===== src/cau_pkg.sv =====
// Shared types, constants and helper functions of the complex arithmetic unit.
`default_nettype none
package cau_pkg;

    localparam int DATA_WIDTH = 16;
    localparam int FRAC_BITS  = 8;

    // Derived widths
    localparam int PROD_W     = 2 * DATA_WIDTH;
    localparam int SUM_W      = PROD_W + 1;
    localparam int NUM_W      = PROD_W + FRAC_BITS;
    localparam int QUO_W      = DATA_WIDTH + 1;
    localparam int DIV_STAGES = QUO_W;

    localparam logic [DATA_WIDTH-1:0] MAX_VAL = {1'b0, {(DATA_WIDTH-1){1'b1}}};
    localparam logic [DATA_WIDTH-1:0] MIN_VAL = {1'b1, {(DATA_WIDTH-1){1'b0}}};
    localparam logic [PROD_W-1:0]     MAG_LIM = PROD_W'(1) << (DATA_WIDTH - 1);
    localparam logic [PROD_W-1:0]     MAG_MAX = MAG_LIM - PROD_W'(1);
    localparam logic signed [DATA_WIDTH:0] SUM_HI = {2'b00, {(DATA_WIDTH-1){1'b1}}};
    localparam logic signed [DATA_WIDTH:0] SUM_LO = {2'b11, {(DATA_WIDTH-1){1'b0}}};

    typedef enum logic [1:0] {
        OP_ADD = 2'd0,
        OP_SUB = 2'd1,
        OP_MUL = 2'd2,
        OP_DIV = 2'd3
    } op_t;

    typedef struct packed {
        logic [DATA_WIDTH-1:0] val;
        logic                  sat;
    } sat_t;

    // Front stage 1: raw products and add/subtract results
    typedef struct packed {
        op_t                       op;
        logic signed [PROD_W-1:0]  p_rr;
        logic signed [PROD_W-1:0]  p_ii;
        logic signed [PROD_W-1:0]  p_ir;
        logic signed [PROD_W-1:0]  p_ri;
        logic signed [PROD_W-1:0]  sq_r;
        logic signed [PROD_W-1:0]  sq_i;
        logic [DATA_WIDTH-1:0]     add_re;
        logic [DATA_WIDTH-1:0]     add_im;
        logic                      add_sat;
    } cau_s1_t;

    // Front stage 2: product sums, divisor and carried add/subtract results
    typedef struct packed {
        op_t                       op;
        logic signed [SUM_W-1:0]   s_re;
        logic signed [SUM_W-1:0]   s_im;
        logic [PROD_W-1:0]         den;
        logic [DATA_WIDTH-1:0]     add_re;
        logic [DATA_WIDTH-1:0]     add_im;
        logic                      add_sat;
    } cau_s2_t;

    // One divider lane
    typedef struct packed {
        logic              neg;
        logic              ovf;
        logic [PROD_W-1:0] rem;
        logic [QUO_W-1:0]  num;
        logic [QUO_W-1:0]  quo;
    } cau_lane_t;

    // Divider pipeline word
    typedef struct packed {
        op_t                   op;
        logic                  dz;
        logic [DATA_WIDTH-1:0] fast_re;
        logic [DATA_WIDTH-1:0] fast_im;
        logic                  fast_sat;
        logic [PROD_W-1:0]     den;
        cau_lane_t             re;
        cau_lane_t             im;
    } cau_div_t;

    // Saturate a sign and magnitude to one word
    function automatic sat_t sat_mag(input logic neg, input logic [PROD_W-1:0] mag);
        sat_t              r;
        logic [PROD_W-1:0] neg_mag;
        neg_mag = -mag;
        r.sat = 1'b0;
        r.val = mag[DATA_WIDTH-1:0];
        if (!neg) begin
            if (mag > MAG_MAX) begin
                r.val = MAX_VAL;
                r.sat = 1'b1;
            end
        end else begin
            if (mag > MAG_LIM) begin
                r.val = MIN_VAL;
                r.sat = 1'b1;
            end else begin
                r.val = neg_mag[DATA_WIDTH-1:0];
            end
        end
        return r;
    endfunction

    // Saturate a one-bit-wider sum to one word
    function automatic sat_t sat_sum(input logic signed [DATA_WIDTH:0] v);
        sat_t r;
        r.sat = 1'b0;
        r.val = v[DATA_WIDTH-1:0];
        if (v > SUM_HI) begin
            r.val = MAX_VAL;
            r.sat = 1'b1;
        end else if (v < SUM_LO) begin
            r.val = MIN_VAL;
            r.sat = 1'b1;
        end
        return r;
    endfunction

endpackage
`default_nettype wire


===== src/cau_front.sv =====
// Front end: operand products, add/subtract, and product sums over two register stages.
`default_nettype none
module cau_front (
    input  wire logic                                    clk,
    input  wire logic                                    rst_n,
    input  wire logic                                    en,
    input  wire logic                                    vld_in,
    input  wire logic [1:0]                              req_type,
    input  wire logic signed [cau_pkg::DATA_WIDTH-1:0]   a_re,
    input  wire logic signed [cau_pkg::DATA_WIDTH-1:0]   a_im,
    input  wire logic signed [cau_pkg::DATA_WIDTH-1:0]   b_re,
    input  wire logic signed [cau_pkg::DATA_WIDTH-1:0]   b_im,
    output logic                                         vld_out,
    output cau_pkg::cau_s2_t                             d_out
);

    cau_pkg::cau_s1_t s1_next, s1_reg;
    cau_pkg::cau_s2_t s2_next, s2_reg;
    logic             s1_vld_reg, s2_vld_reg;

    logic signed [cau_pkg::DATA_WIDTH:0] sum_re, sum_im;
    cau_pkg::sat_t                       sr, si;

    logic signed [cau_pkg::SUM_W-1:0] e_rr, e_ii, e_ir, e_ri, e_qr, e_qi, den_full;

    // Stage 1: products and add/subtract
    always_comb
    begin
        s1_next.op = cau_pkg::op_t'(req_type);
        s1_next.p_rr = cau_pkg::PROD_W'(a_re) * cau_pkg::PROD_W'(b_re);
        s1_next.p_ii = cau_pkg::PROD_W'(a_im) * cau_pkg::PROD_W'(b_im);
        s1_next.p_ir = cau_pkg::PROD_W'(a_im) * cau_pkg::PROD_W'(b_re);
        s1_next.p_ri = cau_pkg::PROD_W'(a_re) * cau_pkg::PROD_W'(b_im);
        s1_next.sq_r = cau_pkg::PROD_W'(b_re) * cau_pkg::PROD_W'(b_re);
        s1_next.sq_i = cau_pkg::PROD_W'(b_im) * cau_pkg::PROD_W'(b_im);
        if (cau_pkg::op_t'(req_type) == cau_pkg::OP_SUB)
        begin
            sum_re = {a_re[cau_pkg::DATA_WIDTH-1], a_re} - {b_re[cau_pkg::DATA_WIDTH-1], b_re};
            sum_im = {a_im[cau_pkg::DATA_WIDTH-1], a_im} - {b_im[cau_pkg::DATA_WIDTH-1], b_im};
        end
        else
        begin
            sum_re = {a_re[cau_pkg::DATA_WIDTH-1], a_re} + {b_re[cau_pkg::DATA_WIDTH-1], b_re};
            sum_im = {a_im[cau_pkg::DATA_WIDTH-1], a_im} + {b_im[cau_pkg::DATA_WIDTH-1], b_im};
        end
        sr = cau_pkg::sat_sum(sum_re);
        si = cau_pkg::sat_sum(sum_im);
        s1_next.add_re  = sr.val;
        s1_next.add_im  = si.val;
        s1_next.add_sat = sr.sat | si.sat;
    end

    // Stage 2: sum products for multiply or divide, form the divisor
    always_comb
    begin
        e_rr = {s1_reg.p_rr[cau_pkg::PROD_W-1], s1_reg.p_rr};
        e_ii = {s1_reg.p_ii[cau_pkg::PROD_W-1], s1_reg.p_ii};
        e_ir = {s1_reg.p_ir[cau_pkg::PROD_W-1], s1_reg.p_ir};
        e_ri = {s1_reg.p_ri[cau_pkg::PROD_W-1], s1_reg.p_ri};
        e_qr = {s1_reg.sq_r[cau_pkg::PROD_W-1], s1_reg.sq_r};
        e_qi = {s1_reg.sq_i[cau_pkg::PROD_W-1], s1_reg.sq_i};
        den_full = e_qr + e_qi;
        s2_next.op = s1_reg.op;
        if (s1_reg.op == cau_pkg::OP_MUL)
        begin
            s2_next.s_re = e_rr - e_ii;
            s2_next.s_im = e_ir + e_ri;
        end
        else
        begin
            s2_next.s_re = e_rr + e_ii;
            s2_next.s_im = e_ir - e_ri;
        end
        s2_next.den     = den_full[cau_pkg::PROD_W-1:0];
        s2_next.add_re  = s1_reg.add_re;
        s2_next.add_im  = s1_reg.add_im;
        s2_next.add_sat = s1_reg.add_sat;
    end

    // Advance valid bits
    always_ff @(posedge clk or negedge rst_n)
    begin
        if (!rst_n)
        begin
            s1_vld_reg <= 1'b0;
            s2_vld_reg <= 1'b0;
        end
        else if (en)
        begin
            s1_vld_reg <= vld_in;
            s2_vld_reg <= s1_vld_reg;
        end
    end

    // Advance payload
    always_ff @(posedge clk)
    begin
        if (en)
        begin
            s1_reg <= s1_next;
            s2_reg <= s2_next;
        end
    end

    assign vld_out = s2_vld_reg;
    assign d_out   = s2_reg;

endmodule
`default_nettype wire


===== config.mk =====
export PLATFORM = sky130hd
export DESIGN_NAME = cau_front
export DESIGN_NICKNAME = d
export VERILOG_FILES = /design/src/cau_pkg.sv /design/src/cau_front.sv
export SDC_FILE = /design/constraint.sdc
export NUM_CORES = 2
export LEC_CHECK = 0
export BUFFER_PORTS_ARGS = -buffer_cell sky130_fd_sc_hd__buf_2
export CAP_MARGIN = 15
export CORE_ASPECT_RATIO = 0.9
export CORE_MARGIN = 2
export CORE_UTILIZATION = 51
export DETAILED_ROUTE_END_ITERATION = 16
export PLACE_DENSITY = 0.68
export SLEW_MARGIN = 20
export SYNTH_ARGS = -nofsm -noshare
export SYNTH_HDL_FRONTEND = slang
export SYNTH_SLANG_ARGS = --single-unit

===== constraint.sdc =====
create_clock -name clk -period 4.4 [get_ports clk]
set_input_delay 0.66 -clock clk [delete_from_list [all_inputs] [get_ports clk]]
set_output_delay 0.66 -clock clk [all_outputs]
set_load 0.02 [all_outputs]

# == After elaboration in Yosys (flattened, before gate mapping) ==
# Index checks and enable logic that the tools add are counted.
# op_classes
bitwise_logic,1
n_eq_ne,2
mux,7
magnitude_cmp,4
mul,6
addsub,9
# ops
cell,count
16-bit by 16-bit multiplier with 32-bit output,6
17-bit 2-to-1 mux,4
32-bit by 32-bit adder with 33-bit output,2
66-bit 2-to-1 mux,1
32-bit by 32-bit subtractor with 33-bit output,2
16-bit by 16-bit adder with 17-bit output,2
"17-bit by 16-bit > comparator with 1-bit output, second input constant",2
"17-bit by 16-bit less-than comparator with 1-bit output, second input constant",2
16-bit by 16-bit subtractor with 17-bit output,2
32-bit adder,1
"2-bit by 1-bit equality test with 1-bit output, second input constant",1
"2-bit equality test, second input constant",1
1-bit 2-to-1 mux,2
1-bit bitwise OR,1
# word_totals
input_bits,70
reg_bits,362
output_inout_bits,134
elab_cells,48

# == Longest topological paths before layout ==
# depth
depth_word,6
depth_mapped,26
mapped_depth_nobuf,24

# == Worst setup path before layout ==
# OpenSTA, ideal clock, no wires.
# synth_timing
path_kind,input to register
startpoint,input b_re[8] (netlist name)
endpoint,register s1_reg (netlist bit e_qr[30]) (data pin)
arrival_time_ns,6.836
setup_slack_ns,-2.697
path_buffers,4
required_ns,4.140
cell_stages,24
setup_time_ns,0.260
cell_sequence,clkbuf_1 clkbuf_1 clkbuf_1 nand2_1 fa_1 fa_1 fa_1 inv_1 fa_1 fa_1 inv_1 fa_1 inv_1 ha_1 clkbuf_1 nand3_1 or3_1 or2_0 o311a_1 a211oi_1 o211ai_1 a21oi_1 mux2i_1 nand2_1
# synth_rtl
element,line,text
start: declaration,cau_front.sv:11,"input wire logic signed [cau_pkg::DATA_WIDTH-1:0] b_re,"
end signal: assignment,cau_front.sv:100,s1_reg <= s1_next;
end: declaration,cau_front.sv:17,"cau_pkg::cau_s1_t s1_next, s1_reg;"

==> metrics.txt <==
Root Driver=clkbuf_16; # setup viols final=150; Max Fclk=0.164 GHz; pre-CTS setup slack=-2.59 ns; largest net degree at the start of global routing=97; detailed-route via count=59239; clk_lat worst skew=0.68 ns; Mapped Cells=7874; status=finished, violations left; PortBufs=203; Critical Path Max Stage Delay=0.64 ns; die area=152000 um^2; post-synth cell types=80; DRC=0; H-tree levels=2; Hold EP=s1_reg[225]; Initial Utilization=0.513; CP startpoint kind=input pin; Tcrit/Tclk final=1.39; Min Clock Period, post-route=6.10 ns; global-route wire length before repair=351000 um; GRT Residual Overflow=0; register area share after synthesis=0.142; ordered list of cells on the worst path=buf_12 > buf_12 > and2_4 > fa_2 > fa_1 > fa_2 > fa_1 > fa_1 > inv_1 > fa_1 > inv_2 > ha_4 > a21o_1 > a21o_1 > a21oi_2 > o221ai_2 > a221o_1 > a2111oi_4 > o21bai_1 > a21oi_1 > xnor2_1; violated checks=setup timing; CTS Buf Count=45; Max-Cap Viols=0; max-slew violation count=0; syn_area_per_cell=9.64 um^2; hold path startpoint=req_type[0]; dpl hpwl=174000 um; Reg clk slew, reported paths=0.05 ns; Tot GR Track Use=0.296; r2r setup slk=0.02 ns; Util after Layout=0.661; final worst slack=-1.70 ns; Yosys warnings=0; R2R depth=15; CP arrival=6.48 ns; Sink Count=360; WL per Instance=19.9 um; cell family with most CP delay=adder cells; CP Capture Type=flip-flop; GP Congestion=0.923; Area growth, synth to finish=28.8%; Worst Tran Pin Value=0.982 ns; syn nets=10108; core area=148000 um^2; Nets=11489; CTS tree=yes; FF+latch count, synth=360; die height=370 um; ys flop type=edfxtp_1; Metal-1 WL=89100 um; First DRT Iteration DRCs=3941; initial antenna violation count=12; worst hold path type=input pin to flip-flop; fraction of layout cells with a size suffix above 1=0.281; Rel. slew slack=0.345; Layout Skew=0.0516 ns; Worst Path Class, Setup=input pin to flip-flop; Ports=204; number of synthesized flops with an enable pin=358; drt first pass iters=6; Crit path top cell by count=fa_1; critical path required time=4.78 ns; final WL=224000 um; reg-to-reg endpoint=d_out[129]; metal2 WL=106000 um; post-synthesis cell area=75900 um^2; CP Max Fanout=33; Critical R2R Launch=e_ii[10]; Die W=411 um; DR vias/cell=5.26; vias in the first global route=64371; unrepaired setup endpoints after global routing=yes; Fin Setup TNS=-153.28 ns; cell row count=134; placed inst area=89900 um^2; Hold Path Depth=1; CTS max path bufs=3; slowest CP cell=fa_2; DR WL met3=16000 um; Hold Violations, Final=0; Buf/Inv on CP=4; DRT antenna net count=0; final non-filler cell area=97800 um^2; asr flop ratio synth=0.00556; DR top layer=met5; max reg flops=133
==> per-stage QoR <==
step,hold slack [ns],std cells
after floorplan,0.364,7874
after global placement,0.405,10965
after detailed placement,0.405,10965
after CTS,0.205,11166
after global routing,0.225,11266
final,0.238,11270
==> synth_stat cells (6+ instances only) <==
library cell	count	share of area
nand4_1	12	0.00099
a211o_1	15	0.0017
o31ai_1	29	0.0029
and3_1	24	0.0020
clkinv_1	10	0.00049
ha_1	646	0.11
and4_1	8	0.00092
nand2_1	727	0.036
fa_1	1518	0.40
o21ai_1	11	0.00072
o41ai_1	6	0.00069
o21a_1	63	0.0062
nor3b_1	8	0.00079
or4_1	9	0.00089
a21oi_1	257	0.017
o2111ai_1	11	0.0013
o21bai_1	31	0.0031
nor3_1	73	0.0048
xor2_1	120	0.014
inv_1	1844	0.091
o211ai_1	13	0.0013
a31o_2	20	0.0023
clkbuf_1	266	0.013
a21oi_2	11	0.0013
a2111oi_0	9	0.0010
or3_1	16	0.0013
nor4_1	17	0.0014
nand2b_1	53	0.0044
a21o_1	97	0.0096
a211oi_1	41	0.0041
o21ai_0	140	0.0092
nand3_1	43	0.0028
mux2i_1	9	0.0012
and2_1	532	0.044
or2_2	11	0.00091
nor2b_1	33	0.0027
a221oi_1	8	0.00092
buf_1	25	0.0012
nor2_1	340	0.017
a31oi_1	30	0.0025
xnor2_1	296	0.034
edfxtp_1	358	0.14
==> repair_timing <==
item                                    4_1_cts  5_1_grt
endpoints found under the setup margin      167      179
hold buffers                                  1        0
pin swaps                                   269      434
gates cloned                                 17       12
gates resized for setup                     504      552
hold endpoints to repair                      2        0
buffers inserted                            111      118
==> cell families (layout without fill, tap and decap cells) <==
| group | Yosys count | count (layout) | synth area share |
|---|---|---|---|
| xor+xnor | 417 | 417 | 0.0483 |
| mux | 11 | 11 | 0.00148 |
| buf+inv | 2155 | 3571 | 0.107 |
| simple gates | 1925 | 1925 | 0.123 |
| other cells | 0 | 8 | 0 |
| flops | 360 | 360 | 0.142 |
| fa+ha+maj | 2166 | 2166 | 0.507 |
| compound gates | 840 | 840 | 0.0715 |
==> final cells by class <==
| cell class | instances | area (um^2) |
|---|---|---|
| multi-input combinational | 5359 | 61400 |
| clock inverter | 25 | 244 |
| fill | 11354 | 50200 |
| sequential | 360 | 10800 |
| clock buffer | 57 | 1210 |
| tap | 1972 | 2470 |
| timing repair buffer | 1632 | 14700 |
| antenna | 8 | 20.0 |
| inverter | 1857 | 7020 |
==> worst reg2reg max path, delay by kind of cell (launching register included) <==
kind / cells / cell delay, ns
xor+xnor: 2 / 0.46
compound gates: 7 / 1.20
flops: 1 / 0.43
fa+ha+maj: 1 / 0.38
simple gates: 5 / 1.67
==> placed cells by master (no fill, tap or decap), drive strengths merged, types with 33 or more instances in the layout <==
cell / n
a211oi: 41
a21o: 97
a21oi: 268
and2: 533
buf: 1611
clkbuf: 71
edfxtp: 358
fa: 1518
ha: 646
inv: 1852
nand2: 728
nand2b: 53
nand3: 43
nor2: 341
nor2b: 33
nor3: 73
o21a: 63
o21ai: 151
xnor2: 297
xor2: 120
==> how the worst max path moves through the flow <==
| stage | start | to | slack [ns] | depth (start not counted) |
|---|---|---|---|---|
| floorplan | b_re[10] | e_qr[30] | -2.12 | 24 |
| global placement | b_re[2] | e_rr[30] | -2.45 | 23 |
| detailed placement | b_re[2] | e_rr[30] | -2.59 | 21 |
| CTS | b_re[3] | e_qr[30] | -1.61 | 24 |
| global route | b_re[3] | e_qr[31] | -1.86 | 24 |
| finish | b_re[3] | e_rr[30] | -1.70 | 21 |
==> per-layer routing <==
metal  global-route usage  vias up
li1                     -    26860
met1                0.384    29938
met2                0.489     1906
met3               0.0534      527
met4                0.126        8
met5                    0        -
Power is left out: the tool's default activity adds up to more than one toggle a clock period on the data nets, which glitch-free logic cannot reach.
