$ cat config.mk
export PLATFORM = sky130hd
export DESIGN_NAME = cau_div_stage
export DESIGN_NICKNAME = d
export VERILOG_FILES = /design/src/cau_pkg.sv /design/src/cau_div_stage.sv
export SDC_FILE = /design/constraint.sdc
export NUM_CORES = 1
export LEC_CHECK = 0
export BUFFER_PORTS_ARGS = -buffer_cell sky130_fd_sc_hd__buf_2
export CELL_PAD_IN_SITES_DETAIL_PLACEMENT = 1
export CELL_PAD_IN_SITES_GLOBAL_PLACEMENT = 2
export CORE_MARGIN = 4
export CORE_UTILIZATION = 33
export DETAILED_ROUTE_END_ITERATION = 10
export PLACE_DENSITY = 0.95
export SYNTH_ARGS = -nofsm -noshare
export SYNTH_HDL_FRONTEND = slang
export SYNTH_SLANG_ARGS = --single-unit
$ cat constraint.sdc
create_clock -name clk -period 1.3 [get_ports clk]
set_clock_uncertainty 0.1 [all_clocks]
set_input_delay 0.065 -clock clk [delete_from_list [all_inputs] [get_ports clk]]
set_output_delay 0.065 -clock clk [all_outputs]
set_load 0.005 [all_outputs]
$ cat src/cau_pkg.sv
// Shared types, constants and helper functions of the complex arithmetic unit.
`default_nettype none
package cau_pkg;

    localparam int DATA_WIDTH = 16;
    localparam int FRAC_BITS  = 8;

    // Derived widths
    localparam int PROD_W     = 2 * DATA_WIDTH;
    localparam int SUM_W      = PROD_W + 1;
    localparam int NUM_W      = PROD_W + FRAC_BITS;
    localparam int QUO_W      = DATA_WIDTH + 1;
    localparam int DIV_STAGES = QUO_W;

    localparam logic [DATA_WIDTH-1:0] MAX_VAL = {1'b0, {(DATA_WIDTH-1){1'b1}}};
    localparam logic [DATA_WIDTH-1:0] MIN_VAL = {1'b1, {(DATA_WIDTH-1){1'b0}}};
    localparam logic [PROD_W-1:0]     MAG_LIM = PROD_W'(1) << (DATA_WIDTH - 1);
    localparam logic [PROD_W-1:0]     MAG_MAX = MAG_LIM - PROD_W'(1);
    localparam logic signed [DATA_WIDTH:0] SUM_HI = {2'b00, {(DATA_WIDTH-1){1'b1}}};
    localparam logic signed [DATA_WIDTH:0] SUM_LO = {2'b11, {(DATA_WIDTH-1){1'b0}}};

    typedef enum logic [1:0] {
        OP_ADD = 2'd0,
        OP_SUB = 2'd1,
        OP_MUL = 2'd2,
        OP_DIV = 2'd3
    } op_t;

    typedef struct packed {
        logic [DATA_WIDTH-1:0] val;
        logic                  sat;
    } sat_t;

    // Front stage 1: raw products and add/subtract results
    typedef struct packed {
        op_t                       op;
        logic signed [PROD_W-1:0]  p_rr;
        logic signed [PROD_W-1:0]  p_ii;
        logic signed [PROD_W-1:0]  p_ir;
        logic signed [PROD_W-1:0]  p_ri;
        logic signed [PROD_W-1:0]  sq_r;
        logic signed [PROD_W-1:0]  sq_i;
        logic [DATA_WIDTH-1:0]     add_re;
        logic [DATA_WIDTH-1:0]     add_im;
        logic                      add_sat;
    } cau_s1_t;

    // Front stage 2: product sums, divisor and carried add/subtract results
    typedef struct packed {
        op_t                       op;
        logic signed [SUM_W-1:0]   s_re;
        logic signed [SUM_W-1:0]   s_im;
        logic [PROD_W-1:0]         den;
        logic [DATA_WIDTH-1:0]     add_re;
        logic [DATA_WIDTH-1:0]     add_im;
        logic                      add_sat;
    } cau_s2_t;

    // One divider lane
    typedef struct packed {
        logic              neg;
        logic              ovf;
        logic [PROD_W-1:0] rem;
        logic [QUO_W-1:0]  num;
        logic [QUO_W-1:0]  quo;
    } cau_lane_t;

    // Divider pipeline word
    typedef struct packed {
        op_t                   op;
        logic                  dz;
        logic [DATA_WIDTH-1:0] fast_re;
        logic [DATA_WIDTH-1:0] fast_im;
        logic                  fast_sat;
        logic [PROD_W-1:0]     den;
        cau_lane_t             re;
        cau_lane_t             im;
    } cau_div_t;

    // Saturate a sign and magnitude to one word
    function automatic sat_t sat_mag(input logic neg, input logic [PROD_W-1:0] mag);
        sat_t              r;
        logic [PROD_W-1:0] neg_mag;
        neg_mag = -mag;
        r.sat = 1'b0;
        r.val = mag[DATA_WIDTH-1:0];
        if (!neg) begin
            if (mag > MAG_MAX) begin
                r.val = MAX_VAL;
                r.sat = 1'b1;
            end
        end else begin
            if (mag > MAG_LIM) begin
                r.val = MIN_VAL;
                r.sat = 1'b1;
            end else begin
                r.val = neg_mag[DATA_WIDTH-1:0];
            end
        end
        return r;
    endfunction

    // Saturate a one-bit-wider sum to one word
    function automatic sat_t sat_sum(input logic signed [DATA_WIDTH:0] v);
        sat_t r;
        r.sat = 1'b0;
        r.val = v[DATA_WIDTH-1:0];
        if (v > SUM_HI) begin
            r.val = MAX_VAL;
            r.sat = 1'b1;
        end else if (v < SUM_LO) begin
            r.val = MIN_VAL;
            r.sat = 1'b1;
        end
        return r;
    endfunction

endpackage
`default_nettype wire

$ cat src/cau_div_stage.sv
// One restoring-division stage: one quotient bit for both result lanes.
`default_nettype none
module cau_div_stage (
    input  wire logic              clk,
    input  wire logic              rst_n,
    input  wire logic              en,
    input  wire logic              vld_in,
    input  wire cau_pkg::cau_div_t d_in,
    output logic                   vld_out,
    output cau_pkg::cau_div_t      d_out
);

    cau_pkg::cau_div_t d_next, d_reg;
    logic              vld_reg;

    function automatic cau_pkg::cau_lane_t step(input cau_pkg::cau_lane_t l,
                                                input logic [cau_pkg::PROD_W-1:0] den);
        cau_pkg::cau_lane_t       r;
        logic [cau_pkg::PROD_W:0] t;
        logic [cau_pkg::PROD_W:0] diff;
        r    = l;
        t    = {l.rem, l.num[cau_pkg::QUO_W-1]};
        diff = t - {1'b0, den};
        r.num = l.num << 1;
        if (t >= {1'b0, den})
        begin
            r.rem = diff[cau_pkg::PROD_W-1:0];
            r.quo = {l.quo[cau_pkg::QUO_W-2:0], 1'b1};
        end
        else
        begin
            r.rem = t[cau_pkg::PROD_W-1:0];
            r.quo = {l.quo[cau_pkg::QUO_W-2:0], 1'b0};
        end
        return r;
    endfunction

    // Develop one quotient bit per lane
    always_comb
    begin
        d_next    = d_in;
        d_next.re = step(d_in.re, d_in.den);
        d_next.im = step(d_in.im, d_in.den);
    end

    always_ff @(posedge clk or negedge rst_n)
    begin
        if (!rst_n)
            vld_reg <= 1'b0;
        else if (en)
            vld_reg <= vld_in;
    end

    always_ff @(posedge clk)
    begin
        if (en)
            d_reg <= d_next;
    end

    assign vld_out = vld_reg;
    assign d_out   = d_reg;

endmodule
`default_nettype wire

After elaboration in Yosys (flattened, before gate mapping)

Cells that the tools add are included.

$add $sub $neg: 2
Magnitude comparators: 2
Muxes and demuxes: 4

Operators with widths:

| operator                       | count |
|---|---|
| >= comparator 33 x 32 -> 1 bit | 2 |
| 2-to-1 mux 32 bit              | 2 |
| subtractor 32 bit              | 2 |
| 2-to-1 mux 1 bit               | 2 |

Register bits after elaboration: 203
Bits of input ports: 208
Output and inout bits: 205
Logic and storage cells: 25

Depth between registers and ports, before layout

Gate-level depths: netlist (run 1).

Word-level depth: 2
Depth in mapped cells: 14
Mapped depth without buffers: 11

Worst setup path after synthesis (run 1)

Ideal clock, no wire load.

Kind: input -> register
Start point: in d_in[138] (netlist bit)
End point: reg d_reg (netlist bit d_out[64]) (data pin)
Library setup time: 256 ps
Arrival time: 2,215 ps
Data required time: 944 ps
Setup slack: -1,271 ps
Stages on the path: 10
Path buffers: 0
Path through: inv_1 ha_1 nor2b_1 o21ba_2 o31ai_2 a31oi_1 o41a_1 a211o_1 a211o_1 o211a_1

RTL lines:

| item                   | line                | source |
|---|---|---|
| start: declaration     | cau_div_stage.sv:8  | `input wire cau_pkg::cau_div_t d_in,` |
| end signal: assignment | cau_div_stage.sv:57 | `d_reg <= d_next;` |
| end: declaration       | cau_div_stage.sv:13 | `cau_pkg::cau_div_t d_next, d_reg;` |

==> impl_metrics.csv, run 1 <==
group,metric,value,unit
layout,final_common_cell,"buf_2",
timing,rsz0062_at_grt,"true",
yosys,synth_area,0.0108,mm^2
drt,vias_per_cell,5.81,
hold_path,hp-class,"primary input to register",
timing,hold_viol,2,
global_route,grt.overflow.total,0,
timing,tightest_slew,720,ps
power_and_ir_drop,p_per_area,1130,mW/mm^2
power_and_ir_drop,netSwitchingFraction,0.328,
layout,drive_gt1_frac,0.555,
yosys,ys.flop_type,"edfxtp_1",
timing,period_minus_slack,2690,ps
timing,post-route-period-util,2.07,
yosys,synth_largest_area_cell,"edfxtp_1",
layout,fin_nets,2165,
layout,fin_area,0.0211,mm^2
yosys,async_flop_share,0.00493,
clock_network,htree_levels,1,
floorplanning,core,0.0325,mm^2
drt,drtIter0Drc,1352,
timing,setup_viol_count_final,74,
global_route,grt_antenna_before_repair,5,
drt,via_count,13672,
critical_path,crit_required,1480,ps
clock_network,worst_skew_pair.late_latency,530,ps
yosys,yosys-top-cells-area,"edfxtp_1 (56%), ha_1 (7.4%), a21oi_1 (3.7%)",
floorplanning,start_util,0.334,
critical_path,arrival,2870,ps
drt,firstDrtPassIters,6,
timing,final_max_slew_viol_count,0,
yosys,synth-edff-count,202,
outcome,violations,"negative hold slack, negative setup slack",
floorplanning,die_x,189,um
timing,timing.final.ws_setup,-1390,ps
yosys,seq_area_frac_synth,0.562,
clock_network,cts_hold_buf,202,
drt,ant_nets,0,
clock_network,clockBufferDepth,3,
drt,routed_wl,74300,um
yosys,ys_warn_count,0,
power_and_ir_drop,power.switching,7.82,mW
critical_path,crit_path_start_kind,"primary input",
global_route,grt_pass1_vias,14378,
clock_network,cts_buffers,25,
placement,dpl_cell_area,0.0156,mm^2
placement,portBuffers,408,
placement,post-dp-hpwl,38100,um
global_route,grt_max_degree,49,
clock_network,clkTransAtPathRegs,70,ps
layout,nFillCells,3400,
power_and_ir_drop,irDropWorstVdd,837,uV
clock_network,clock_sinks,203,
yosys,syn_inst,949,
job,drv_cap,0,
power_and_ir_drop,total_power,23.8,mW
placement,dp_slack,-1750,ps
layout,syn2layout_area_growth,95.0,%
clock_network,cts_tree,"done",
power_and_ir_drop,p_leak,9.13,nW
critical_path,r2r_cells,1,
layout,multi_input_area,0.00616,mm^2
timing,fmax,371,MHz
global_route,grt_pass1_wl,94200,um
layout,final_cell_mix,"buf_2 (380), buf_4 (309), edfxtp_1 (202), dlygate4sd3_1 (202), nand2_1 (64)",
floorplanning,io_pins,413,
layout,seq_area,0.00609,mm^2
critical_path,worstPathMaxFanout,4,
yosys,synth_cell_type_count,74,
yosys,syn-mean-instance-area,11.4,um^2
placement,dp.cells,2038,
power_and_ir_drop,p_comb_frac,0.347,
timing,relSlewSlack,0.517,
timing,holdWs,-367,ps
power_and_ir_drop,power.share.sequential,0.350,
yosys,ys_ff_latch,203,
floorplanning,rows,66,
critical_path,path_class,"primary input to register",
drt,avgRoutedWirePerCell,31.6,um
layout,instances_no_fill,2353,
placement,place_congestion,0.946,
drt,drc,0,
floorplanning,die_y,189,um
global_route,grtUsageTotal,0.346,
clock_network,root_buffer,"clkbuf_16",
power_and_ir_drop,intPower,16.0,mW
floorplanning,dieArea,0.0358,mm^2
critical_path,cp-end-kind,"register",
power_and_ir_drop,clock_power_share,0.303,
yosys,yosysTopAreaCellShare,0.560,
hold_path,holdPathStages,1,
outcome,status,"finished with violations",
-- critical path: stages --
cell      delay (ps)
buf_2            230
ha_4             260
buf_4            150
a21oi_2          160
o22ai_1          130
nor3b_2          400
buf_4            200
a21bo_4          170
nand2_4           80
buf_4            160
o211ai_1         350
nand4_1          260
nor3b_4          230
-- cells by family (layout without fill, tap and decap cells) --
family	after synthesis	after routing	share of synthesized area
xor+xnor	45	45	0.0364
flops	203	203	0.562
fa+ha+maj	66	66	0.0776
simple gates	266	266	0.120
compound gates	268	268	0.161
other cells	1	5	0.000346
mux	4	4	0.00393
buf+inv	96	1054	0.0377
-- state kept, by name, indices dropped and copies added, names as in the netlist --
signal / flops
d_out: 202
vld_out: 1
-- synth_stat cells, drive strengths merged, types with 3 or more instances --
library cell	number
a211o	3
a211oi	11
a21o	30
a21oi	81
a31oi	8
and2	4
and3	10
and4	5
buf	18
clkbuf	23
edfxtp	202
ha	64
inv	55
nand2	77
nand2b	9
nand3	27
nand4	15
nor2	70
nor2b	11
nor3	14
nor4	8
nor4b	4
o211a	4
o211ai	6
o21a	6
o21ai	58
o21ba	4
o21bai	16
o22ai	3
o31ai	6
o41ai	5
or2	4
or3	3
xnor2	23
xor2	22
-- power groups by stage --
stage	clock (mW)	sequential [mW]	combinational, mW
2_1_floorplan	0	8.45	2.10
3_3_place_gp	0	8.35	5.00
3_5_place_dp	0	8.38	5.23
4_1_cts	7.01	8.26	6.77
5_1_grt	7.55	8.38	8.52
6_report	7.23	8.34	8.28
-- layout make-up --
| cell class | count | share of cell area |
|---|---|---|
| Antenna cell | 3 | 0.000355 |
| Clock buffer | 29 | 0.0303 |
| Clock inverter | 15 | 0.00699 |
| Inverter | 55 | 0.0145 |
| Multi-Input combinational cell | 651 | 0.291 |
| Sequential cell | 203 | 0.288 |
| Tap cell | 442 | 0.0262 |
| Timing Repair Buffer | 953 | 0.340 |
| Timing Repair inverter | 2 | 0.00130 |
-- worst paths after layout --
kind	from	to	slack [ps]
worst min-delay path	d_in[136]	d_out[136]	-370
max in group asynchronous	rst_n	vld_out	730
min in group asynchronous	rst_n	vld_out	270
worst min register to register	vld_out	vld_out	450
worst max-delay path	d_in[109]	d_out[131]	-1390
worst max register to register	vld_out	vld_out	430
-- stage by stage --
stage | setup TNS [ps] | hold slack [ps] | utilization
3_5_place_dp | -102610 | -255 | 0.482
3_3_place_gp | -100700 | -259 | 0.482
2_1_floorplan | -74730 | -331 | -
6_report | -75080 | -367 | 0.651
4_1_cts | -51550 | -381 | 0.622
5_1_grt | -76130 | -376 | 0.651
-- routing by layer --
layer / GRT usage / vias up / part of all wire
met1: 0.372 / 6696 / 0.34
met5: 0 / - / 0.00035
met3: 0.0701 / 416 / 0.093
li1: - / 5462 / -
met4: 0.231 / 4 / 0.090
met2: 0.614 / 1094 / 0.48
-- timing repair --
item | CTS | global route
resized for setup | 314 | 141
pin swaps | 56 | 41
setup buffers | 33 | 27
gates cloned | 7 | 4
endpoints found under the hold margin | 209 | 2
endpoints found under the setup margin | 71 | 76
No activity file was read; power rests on OpenSTA's default activity.
==> run 2: changes to the inputs <==
Settings changed: BUFFER_PORTS_ARGS -buffer_cell sky130_fd_sc_hd__buf_2 to default, CORE_UTILIZATION 33 to 42, DONT_BUFFER_PORTS from default to 1.
==> impl_metrics.csv, run 2 (same netlist as run 1, synthesis figures left out) <==
group,metric,value,unit
outcome,status,"finished with violations",
outcome,violations,"negative hold slack, negative setup slack",
timing,holdWs,-467,ps
timing,hold_viol,174,
layout,final_common_cell,"buf_4",
floorplanning,core,0.0253,mm^2
placement,dp.cells,1497,
clock_network,cts_tree,"done",
critical_path,arrival,2840,ps
timing,period_minus_slack,2590,ps
timing,timing.final.ws_setup,-1290,ps
critical_path,timing.rr.end,"vld_out",
layout,nFillCells,2487,
clock_network,cts_buffers,23,
placement,place_congestion,0.965,
critical_path,worstPathMaxFanout,5,
timing,rsz0062_at_grt,"true",
power_and_ir_drop,power.share.sequential,0.400,
placement,dpl_cell_area,0.0132,mm^2
drt,avgRoutedWirePerCell,36.5,um
power_and_ir_drop,clock_power_share,0.320,
critical_path,crit_required,1550,ps
timing,tightest_slew,641,ps
power_and_ir_drop,irDropWorstVdd,950,uV
clock_network,worst_skew_pair.late_latency,510,ps
critical_path,r2r-start,"vld_out",
drt,ant_nets,0,
timing,final_max_slew_viol_count,0,
power_and_ir_drop,p_per_area,1240,mW/mm^2
power_and_ir_drop,netSwitchingFraction,0.307,
hold_path,whs_endpoint,"d_out[137]",
global_route,grt.overflow.total,0,
drt,drtIter0Drc,1385,
timing,post-route-period-util,1.99,
floorplanning,io_pins,413,
floorplanning,dieArea,0.0284,mm^2
global_route,grtUsageTotal,0.371,
layout,final_cell_mix,"buf_4 (262), edfxtp_1 (202), dlygate4sd3_1 (197)",
layout,fin_area,0.0175,mm^2
layout,syn2layout_area_growth,61.7,%
placement,dp_slack,-1740,ps
power_and_ir_drop,p_comb_frac,0.279,
power_and_ir_drop,power.switching,6.66,mW
critical_path,cp-end-kind,"register",
floorplanning,rows,58,
power_and_ir_drop,p_leak,7.08,nW
critical_path,r2r_cells,1,
layout,largest_reg_flops,202,
timing,fin_tns_setup,-71500,ps
layout,instances_no_fill,1773,
job,drv_cap,0,
drt,via_count,11694,
hold_path,holdPathStages,0,
clock_network,clock_sinks,203,
hold_path,hp-class,"primary input to register",
global_route,grt_pass1_wl,79300,um
hold_path,holdCritStartpoint,"d_in[137]",
drt,routed_wl,64700,um
critical_path,regToRegSetupSlack,370,ps
drt,firstDrtPassIters,6,
placement,post-dp-hpwl,33500,um
global_route,grt_antenna_before_repair,5,
power_and_ir_drop,intPower,15.0,mW
floorplanning,die_y,169,um
global_route,grt_pass1_vias,11710,
floorplanning,start_util,0.429,
layout,finish.utilization,0.693,
critical_path,startpoint,"d_in[149]",
clock_network,root_buffer,"clkbuf_16",
critical_path,crit_path_start_kind,"primary input",
clock_network,clkTransAtPathRegs,70,ps
critical_path,path_class,"primary input to register",
global_route,grt_max_degree,204,
power_and_ir_drop,total_power,21.7,mW
timing,fmax,386,MHz
drt,drc,0,
clock_network,clockBufferDepth,3,
placement,portBuffers,0,
clock_network,htree_levels,1,
layout,fin_nets,1697,
layout,drive_gt1_frac,0.363,
timing,relSlewSlack,0.573,
drt,vias_per_cell,6.60,
floorplanning,die_x,169,um
timing,setup_viol_count_final,66,
==> run 2: per-layer routing <==
metal,global-route usage,vias up,part of all wire
li1,-,4504,-
met1,0.404,5703,0.33
met2,0.661,1055,0.47
met3,0.0836,430,0.10
met4,0.216,2,0.10
met5,0,-,0.00020
==> run 2: timing repair <==
item	in CTS	in global routing
pin swaps	23	56
hold buffers	194	3
setup buffers	8	20
gates resized for setup	94	165
endpoints found under the hold margin	404	213
endpoints found under the setup margin	66	66
cloned	4	3
==> run 2: power groups by stage <==
| stage | combinational [mW] | clock [mW] | sequential [mW] |
|---|---|---|---|
| 4_1_cts | 4.70 | 6.83 | 8.62 |
| 3_5_place_dp | 3.72 | 0 | 8.74 |
| 3_3_place_gp | 3.54 | 0 | 8.73 |
| 2_1_floorplan | 2.10 | 0 | 8.45 |
| 5_1_grt | 6.23 | 7.26 | 8.70 |
| 6_report | 6.06 | 6.95 | 8.68 |
==> run 2: cell type report <==
type | instances | area (um^2) | share of cell area
flip-flops and latches | 203 | 6090 | 0.348
multi-input cells | 651 | 5530 | 0.316
repair buffers | 488 | 4420 | 0.252
clock buffers | 30 | 612 | 0.0349
well taps | 330 | 413 | 0.0236
inverters | 55 | 278 | 0.0159
clock inverters | 10 | 149 | 0.00850
diodes | 5 | 12.5 | 0.000714
repair inverters | 1 | 7.51 | 0.000429
==> run 2: how the worst max path moves through the flow <==
stage,slack [ps],end
final,-1290,d_out[63]
after global routing,-1340,d_out[124]
after CTS,-850,d_out[64]
after detailed placement,-1740,d_out[62]
after global placement,-1740,d_out[62]
after floorplan,-1230,d_out[129]
==> run 2: worst max-delay path, stage by stage <==
cell and delay (ps):
clkinvlp_4 200, ha_2 270, a21oi_1 320, o21ai_1 190, or3b_4 420, nor3_4 210
nor4_4 90, a21oi_4 320, buf_6 160, clkinvlp_4 160, o211a_1 200, nor3_2 220
